File: src/sv/sgr_pkg.sv
package sgr_pkg;

   // Character codes
   localparam logic [7:0] ESC_BYTE      = 8'h1B;
   localparam logic [7:0] CHAR_LBRACKET = 8'h5B;
   localparam logic [7:0] CHAR_SEMI     = 8'h3B;
   localparam logic [7:0] CHAR_M        = 8'h6D;
   localparam logic [7:0] CHAR_ZERO     = 8'h30;
   localparam logic [7:0] CHAR_NINE     = 8'h39;

   // Accumulator and attribute constants
   localparam int unsigned PARAM_WIDTH = 10;
   localparam int unsigned ACC_WIDTH   = 14;
   localparam logic [PARAM_WIDTH-1:0] ACC_MAX    = 10'd1023;
   localparam logic [ACC_WIDTH-1:0]   DEC_RADIX  = 14'd10;
   localparam logic [7:0]             ATTR_RESET = 8'h07;
   localparam logic [3:0]             BG_RED_INT = 4'hC;

   // SGR parameter codes
   localparam logic [PARAM_WIDTH-1:0] SGR_RESET   = 10'd0;
   localparam logic [PARAM_WIDTH-1:0] SGR_REVERSE = 10'd7;
   localparam logic [PARAM_WIDTH-1:0] SGR_FG_LO   = 10'd31;
   localparam logic [PARAM_WIDTH-1:0] SGR_FG_HI   = 10'd37;
   localparam logic [PARAM_WIDTH-1:0] SGR_BG_RED  = 10'd41;

   typedef enum logic [1:0] {
      MODE_TEXT  = 2'd0,
      MODE_ESC   = 2'd1,
      MODE_PARAM = 2'd2
   } mode_type;

   typedef struct packed {
      logic [7:0] attr;
      logic       rev;
   } attr_state_type;

   // One result beat from the parser core
   typedef struct packed {
      logic       emit;
      logic [7:0] out_byte;
      logic [7:0] attribute;
   } sgr_result_type;

   // Foreground codes for 31..37, indexed by the low three bits of (v - 31)
   function automatic logic [3:0] fg_code(input logic [2:0] idx);
      logic [3:0] code;
      case (idx)
         3'd0:    code = 4'hC;
         3'd1:    code = 4'hA;
         3'd2:    code = 4'hE;
         3'd3:    code = 4'h9;
         3'd4:    code = 4'hD;
         3'd5:    code = 4'hB;
         default: code = 4'hF;
      endcase
      return code;
   endfunction

   // Apply one finished parameter to the stored attribute
   function automatic attr_state_type apply_param(input attr_state_type cur,
                                                  input logic [PARAM_WIDTH-1:0] v);
      attr_state_type           nxt;
      logic [PARAM_WIDTH-1:0]   off;
      nxt = cur;
      off = v - SGR_FG_LO;
      if (v == SGR_RESET) begin
         nxt.attr = ATTR_RESET;
         nxt.rev  = 1'b0;
      end else if (v == SGR_REVERSE) begin
         nxt.rev = 1'b1;
      end else if (v >= SGR_FG_LO && v <= SGR_FG_HI) begin
         nxt.attr = {cur.attr[7:4], fg_code(off[2:0])};
      end else if (v == SGR_BG_RED) begin
         nxt.attr = {BG_RED_INT, cur.attr[3:0]};
      end
      return nxt;
   endfunction

   // Attribute as seen on the console, nibbles swapped in reverse video
   function automatic logic [7:0] effective_attr(input attr_state_type st);
      return st.rev ? {st.attr[3:0], st.attr[7:4]} : st.attr;
   endfunction

endpackage

File: src/sv/sgr_core.sv
module sgr_core
   import sgr_pkg::*;
(
   input  logic           clock,
   input  logic           reset,
   input  logic           step_valid,
   input  logic [7:0]     step_byte,
   input  logic           step_last,
   output sgr_result_type step_result
);

   mode_type               mode_ff,  mode_in;
   logic [PARAM_WIDTH-1:0] param_ff, param_in;
   attr_state_type         st_ff,    st_in;

   logic                   is_digit;
   logic [ACC_WIDTH-1:0]   acc_sum;

   assign is_digit = (step_byte >= CHAR_ZERO) && (step_byte <= CHAR_NINE);
   assign acc_sum  = {{(ACC_WIDTH-PARAM_WIDTH){1'b0}}, param_ff} * DEC_RADIX
                   + {{(ACC_WIDTH-8){1'b0}}, step_byte - CHAR_ZERO};

   // Next parser state and result for one byte
   always_comb begin
      mode_in     = mode_ff;
      param_in    = param_ff;
      st_in       = st_ff;
      step_result = '0;
      step_result.out_byte = step_byte;

      unique case (mode_ff)
         MODE_ESC, MODE_PARAM: begin
            if (mode_ff == MODE_ESC && step_byte == CHAR_LBRACKET) begin
               mode_in = MODE_PARAM;
            end else if (is_digit) begin
               mode_in  = MODE_PARAM;
               param_in = (acc_sum > {{(ACC_WIDTH-PARAM_WIDTH){1'b0}}, ACC_MAX}) ?
                          ACC_MAX : acc_sum[PARAM_WIDTH-1:0];
            end else begin
               st_in    = apply_param(st_ff, param_ff);
               param_in = '0;
               if (step_byte == CHAR_SEMI) begin
                  mode_in = MODE_PARAM;
               end else if (step_byte == CHAR_M) begin
                  mode_in = MODE_TEXT;
               end else if (step_byte == ESC_BYTE) begin
                  mode_in = MODE_ESC;
               end else begin
                  mode_in               = MODE_TEXT;
                  step_result.emit      = 1'b1;
                  step_result.attribute = effective_attr(st_in);
               end
            end
         end
         default: begin
            // text mode, and the unused code behaves the same
            if (step_byte == ESC_BYTE) begin
               mode_in  = MODE_ESC;
               param_in = '0;
            end else begin
               mode_in               = MODE_TEXT;
               step_result.emit      = 1'b1;
               step_result.attribute = effective_attr(st_ff);
            end
         end
      endcase

      // last byte of a buffer closes an open sequence
      if (step_last && mode_in != MODE_TEXT) begin
         st_in    = apply_param(st_in, param_in);
         param_in = '0;
         mode_in  = MODE_TEXT;
      end

      if (!step_valid) begin
         step_result.emit = 1'b0;
      end
   end

   // Parser state registers
   always_ff @(posedge clock) begin
      if (reset) begin
         mode_ff     <= MODE_TEXT;
         param_ff    <= '0;
         st_ff.attr  <= ATTR_RESET;
         st_ff.rev   <= 1'b0;
      end else if (step_valid) begin
         mode_ff  <= mode_in;
         param_ff <= param_in;
         st_ff    <= st_in;
      end
   end

endmodule

File: src/sv/ansi_sgr_color_parser.sv
// Channel  | Direction | Ports                               | Handshake
// request  | in        | req_in_byte, req_last               | req_valid / req_ready
// response | out       | rsp_out_byte, rsp_attribute         | rsp_valid / rsp_ready
//
// One byte per cycle sustained while the response side is not stalled; the
// input register takes a byte's beat, and parser logic then loads its result
// into the output register.
// Escape, the '[' right after it, digits, ';' and a closing 'm' produce no response beat.
// Synchronous active-high reset: text mode, attribute 0x07, reverse off.
// A stalled response holds the parser stage; req_ready drops only while both
// stages are full and rsp_ready is low.
module ansi_sgr_color_parser
   import sgr_pkg::*;
(
   input  logic       clock,
   input  logic       reset,
   input  logic       req_valid,
   output logic       req_ready,
   input  logic [7:0] req_in_byte,
   input  logic       req_last,
   output logic       rsp_valid,
   input  logic       rsp_ready,
   output logic [7:0] rsp_out_byte,
   output logic [7:0] rsp_attribute
);

   logic           s1_valid_ff;
   logic [7:0]     s1_byte_ff;
   logic           s1_last_ff;
   logic           s1_fire;
   logic           out_free;
   sgr_result_type core_result;

   logic           rsp_valid_ff;
   logic [7:0]     rsp_byte_ff;
   logic [7:0]     rsp_attr_ff;

   assign out_free  = !rsp_valid_ff || rsp_ready;
   assign s1_fire   = s1_valid_ff && out_free;
   assign req_ready = !s1_valid_ff || out_free;

   // Input register
   always_ff @(posedge clock) begin
      if (reset) begin
         s1_valid_ff <= 1'b0;
      end else if (req_ready) begin
         s1_valid_ff <= req_valid;
      end
   end

   always_ff @(posedge clock) begin
      if (req_valid && req_ready) begin
         s1_byte_ff <= req_in_byte;
         s1_last_ff <= req_last;
      end
   end

   sgr_core u_core (
      .clock       (clock),
      .reset       (reset),
      .step_valid  (s1_fire),
      .step_byte   (s1_byte_ff),
      .step_last   (s1_last_ff),
      .step_result (core_result)
   );

   // Output register
   always_ff @(posedge clock) begin
      if (reset) begin
         rsp_valid_ff <= 1'b0;
      end else if (out_free) begin
         rsp_valid_ff <= core_result.emit;
      end
   end

   always_ff @(posedge clock) begin
      if (core_result.emit && out_free) begin
         rsp_byte_ff <= core_result.out_byte;
         rsp_attr_ff <= core_result.attribute;
      end
   end

   assign rsp_valid     = rsp_valid_ff;
   assign rsp_out_byte  = rsp_byte_ff;
   assign rsp_attribute = rsp_attr_ff;

endmodule

File: config.mk
export PLATFORM = sky130hd
export DESIGN_NAME = ansi_sgr_color_parser
export DESIGN_NICKNAME = d
export VERILOG_FILES = /design/src/sv/sgr_pkg.sv /design/src/sv/sgr_core.sv /design/src/sv/ansi_sgr_color_parser.sv
export SDC_FILE = /design/constraint.sdc
export NUM_CORES = 1
export LEC_CHECK = 0
export BUFFER_PORTS_ARGS = -buffer_cell sky130_fd_sc_hd__buf_2
export CAP_MARGIN = 0
export CORE_AREA = 2 2 92 76
export CTS_BUF_LIST = sky130_fd_sc_hd__clkbuf_4 sky130_fd_sc_hd__clkbuf_8
export CTS_CLUSTER_DIAMETER = 30
export DETAILED_ROUTE_END_ITERATION = 8
export DIE_AREA = 0 0 94 78
export PLACE_DENSITY = 0.87
export REMOVE_ABC_BUFFERS = 1
export SLEW_MARGIN = 20
export SYNTH_ARGS = -nofsm -noshare
export SYNTH_HDL_FRONTEND = slang
export SYNTH_SLANG_ARGS = --single-unit
File: constraint.sdc
create_clock -name clock -period 7.95 [get_ports clock]
set_input_delay 1.59 -clock clock [delete_from_list [all_inputs] [get_ports clock]]
set_output_delay 1.59 -clock clock [all_outputs]
set_load 0.005 [all_outputs]
==> metrics.txt <==
# TYPE chip_impl_metric gauge
chip_impl_metric{name="clkTransAtPathRegs",unit="ns"} 0.10
chip_impl_metric{name="post_cts_resize_count",unit=""} 0
chip_impl_metric{name="synth_enable_flop_cells",unit=""} 25
chip_impl_metric{name="power.ir.vdd_worst",unit="uV"} 110
chip_impl_metric{name="final_min_period_over_clock_period",unit="%"} 61.9
chip_impl_metric{name="final.min_clock_period",unit="ns"} 4.92
chip_impl_metric{name="avgViaCountPerCell",unit=""} 6.53
chip_impl_metric{name="first_global_vias",unit=""} 3370
chip_impl_metric{name="placementRows",unit=""} 26
chip_impl_metric{name="antenna-diode-count",unit=""} 0
chip_impl_metric{name="dr.first_iter.drc_count",unit=""} 443
chip_impl_info{name="setup.worst_path.start",value="u_core.param_ff[1]$_SDFFE_PP0P_"} 1
chip_impl_metric{name="fill_cells",unit=""} 522
chip_impl_info{name="crit-reg2reg-capture",value="u_core.st_ff[2]$_SDFFE_PP1P_"} 1
chip_impl_metric{name="groute.usage.overall",unit="%"} 27.4
chip_impl_metric{name="clock_tree.htree_level_count",unit=""} 2
chip_impl_info{name="timing.hold.worst_endpoint",value="u_core.mode_ff[1]$_SDFFE_PP0P_"} 1
chip_impl_metric{name="io_buffer_count",unit=""} 30
chip_impl_metric{name="finalNetCount",unit=""} 502
chip_impl_metric{name="drt.antenna.violating_nets",unit=""} 0
chip_impl_metric{name="maxSlewViolCount",unit=""} 0
chip_impl_metric{name="layout-area-overhead-vs-synth",unit="%"} 8.57
chip_impl_info{name="reg2reg_from",value="u_core.param_ff[1]$_SDFFE_PP0P_"} 1
chip_impl_metric{name="clock_skew",unit="ns"} 0.0129
chip_impl_metric{name="core_util_final",unit="%"} 64.0
chip_impl_metric{name="die_w",unit="um"} 94
chip_impl_info{name="setup.worst_path.end_class",value="register"} 1
chip_impl_metric{name="critPathMaxFanout",unit=""} 19
chip_impl_metric{name="place.gp.congestion",unit=""} 0.936
chip_impl_metric{name="vias",unit=""} 3539
chip_impl_metric{name="final_layout_size_suffix_gt1_share",unit="%"} 13.1
chip_impl_metric{name="ys.warnings.count",unit=""} 0
chip_impl_metric{name="synth.yosys.seq_area_share",unit="%"} 32.4
chip_impl_info{name="rsz0062_at_grt",value="false"} 1
chip_impl_metric{name="cap_violations",unit=""} 0
chip_impl_metric{name="core-area",unit="sq um"} 6340
chip_impl_info{name="synth_top_flop_cell",value="edfxtp_1"} 1
chip_impl_metric{name="initial_utilization",unit="%"} 58.9
chip_impl_metric{name="fmax",unit="GHz"} 0.203
chip_impl_metric{name="place.detailed.hpwl",unit="um"} 7120
chip_impl_metric{name="clk_latency_worst_skew_pair",unit="ns"} 0.31
chip_impl_info{name="clockRootBuffer",value="clkbuf_8"} 1
chip_impl_metric{name="cts_buffers",unit=""} 5
chip_impl_info{name="hp-class",value="register to register"} 1
chip_impl_metric{name="worst_pin_slew",unit="ns"} 1.04
chip_impl_metric{name="grt_start_max_net_pins",unit=""} 25
chip_impl_metric{name="floorplan.io_pins",unit=""} 31
chip_impl_metric{name="hold_viol_final",unit=""} 0
chip_impl_info{name="worstHoldStart",value="u_core.mode_ff[1]$_SDFFE_PP0P_"} 1
chip_impl_metric{name="worst_reg2reg_path_length_in_cells",unit=""} 16
chip_impl_info{name="synth.area.top_cells",value="edfxtp_1, dfxtp_1, ha_1, a21oi_1, nand2_1"} 1
chip_impl_metric{name="antenna_found_initial",unit=""} 0
chip_impl_metric{name="finalSetupViolations",unit=""} 0
chip_impl_metric{name="cp_data_required_time",unit="ns"} 8.18
chip_impl_metric{name="multi_input_area",unit="sq um"} 2410
chip_impl_metric{name="netlist.area_leader.share",unit="%"} 20.1
chip_impl_metric{name="die-area",unit="sq um"} 7330
chip_impl_info{name="synth_largest_area_cell",value="edfxtp_1"} 1
chip_impl_metric{name="power.static_leakage",unit="uW"} 0.00163
chip_impl_info{name="critical_path_class",value="register to register"} 1
chip_impl_metric{name="worst_hold_path.num_cells",unit=""} 2
chip_impl_metric{name="cellPowerDensity",unit="nW/um^2"} 123
chip_impl_metric{name="syn_avg_cell_area",unit="sq um"} 8.59
chip_impl_metric{name="regToRegSetupSlack",unit="ns"} 3.03
chip_impl_metric{name="final_total_negative_setup_slack",unit="ns"} 0
chip_impl_metric{name="syn_inst",unit=""} 435
chip_impl_info{name="crit_path_start_kind",value="register"} 1
chip_impl_metric{name="synth_async_sr_flop_share",unit="%"} 0
chip_impl_metric{name="worst_slew_margin_rel",unit="%"} 30.0
chip_impl_metric{name="cts-hold-fix-buffers",unit=""} 0
chip_impl_metric{name="drt_drc_violations_left",unit=""} 0
chip_impl_metric{name="final-seq-area",unit="sq um"} 1210
chip_impl_metric{name="wire_length_of_the_first_global_routing_pass",unit="um"} 16100
chip_impl_metric{name="cts_num_sinks",unit=""} 48
chip_impl_metric{name="post_drt_wl_per_cell",unit="um"} 17.6
chip_impl_info{name="status",value="finished clean"} 1
chip_impl_info{name="tritoncts_clock_tree",value="built"} 1
chip_impl_metric{name="global_route_overflow",unit=""} 0
chip_impl_metric{name="critPathArrivalTime",unit="ns"} 5.15
chip_impl_metric{name="post_cts.repair.setup_buffers",unit=""} 0
chip_impl_metric{name="finalWirelength",unit="um"} 9530
chip_impl_metric{name="dr.pass1.iters",unit=""} 5
chip_impl_metric{name="yosysUniqueCellTypes",unit=""} 64
chip_impl_metric{name="max-clock-path-buffers",unit=""} 2
chip_impl_metric{name="postSynthRegisterBits",unit=""} 48
chip_impl_metric{name="post_synth_instance_area",unit="sq um"} 3740
chip_impl_metric{name="die_h",unit="um"} 78
chip_impl_info{name="synthTopCellsByCount",value="a21oi_1, nand2_1, nor2_1, ha_1, o21ai_0"} 1
cell type report:
type / instances / share of cell area (%)
sequential: 48 / 29.8
multi-input combinational: 356 / 59.3
clock buffer: 5 / 1.70
tap: 84 / 2.59
clock inverter: 3 / 1.14
timing repair buffer: 33 / 4.25
inverter: 13 / 1.20
registers in the layout, indices dropped and copies added (netlist names):
name / count
rsp_attribute: 8
rsp_out_byte: 8
rsp_valid: 1
s1_byte_ff: 8
s1_last_ff: 1
s1_valid_ff: 1
u_core.mode_ff: 2
u_core.param_ff: 10
u_core.st_ff: 9
logic make-up after synthesis:
logic type      Yosys count  synth area share [%]
simple gates            161                  23.1
compound gates          138                  23.7
flops                    48                  32.4
fa+ha+maj                32                  11.1
buf+inv                  31                  3.38
xor+xnor                 14                  3.28
mux                      11                  2.98
worst max path at each step:
stage                                         endpoint  slack [ns]  cells after the start
after floorplan           u_core.st_ff[2]$_SDFFE_PP1P_        3.64                     16
final                     u_core.st_ff[2]$_SDFFE_PP1P_        3.03                     16
after global placement    u_core.st_ff[1]$_SDFFE_PP1P_        3.28                     16
after detailed placement  u_core.st_ff[1]$_SDFFE_PP1P_        3.12                     16
after CTS                 u_core.st_ff[1]$_SDFFE_PP1P_        3.13                     16
after global routing      u_core.st_ff[2]$_SDFFE_PP1P_        2.65                     16
cells in the final DEF (no fill, tap or decap), drive strengths merged, types with 3 or more instances in the layout:
master,n
nand2b,14
or3,4
inv,14
nand2,40
o21ai,32
o31ai,5
nor3b,4
ha,30
nor3,11
edfxtp,25
and3,3
a21oi,41
nand4,4
clkbuf,5
nor2b,5
xor2,4
or2,5
a31oi,8
nor4,4
nor4b,3
a21o,8
or4,3
xnor2,10
buf,33
nor2,39
mux2i,10
a211oi,9
nand3,4
o2111ai,3
nand3b,5
dfxtp,23
o22ai,10
and2,5
o211ai,5
a22oi,4
report_power, final:
group	leakage (uW)	internal [uW]	total (uW)	switching, uW
logic	0.00116	14.8	39.3	24.6
registers	0.000418	268	274	6.16
clock network	0.0000548	94.9	186	91.3
through the flow:
step	instance area [sq um]	hold slack, ns	instances	worst slack, ns	total power [uW]
4_1_cts	4060	0.531	542	3.13	500
5_1_grt	4060	0.562	542	2.65	515
2_1_floorplan	3660	0.466	417	3.64	301
3_5_place_dp	3940	0.508	534	3.12	318
3_3_place_gp	3940	0.482	534	3.28	317
6_report	4060	0.520	542	3.03	500
critical path: stages (launching register included):
cell       delay [ns]
dfxtp_1          0.64
ha_1             0.22
ha_1             0.19
inv_1            0.06
fa_1             0.39
xnor2_1          0.14
ha_1             0.34
a21o_1           0.22
a221o_1          0.38
and3_1           0.22
and4_1           0.19
o211ai_2         0.61
a2bb2oi_1        0.38
nand3b_1         0.15
o22ai_1          0.40
nor4b_1          0.11
a211oi_1         0.22
metal layers:
layer	global-route usage, %	up-vias	part of all wire (%)
met5	0	-	0
met2	43.9	183	45
met3	4.17	23	8.2
met1	38.6	1667	44
met4	7.25	0	2.2
li1	-	1666	-
Note: power is estimated with default switching activity, not from simulation.
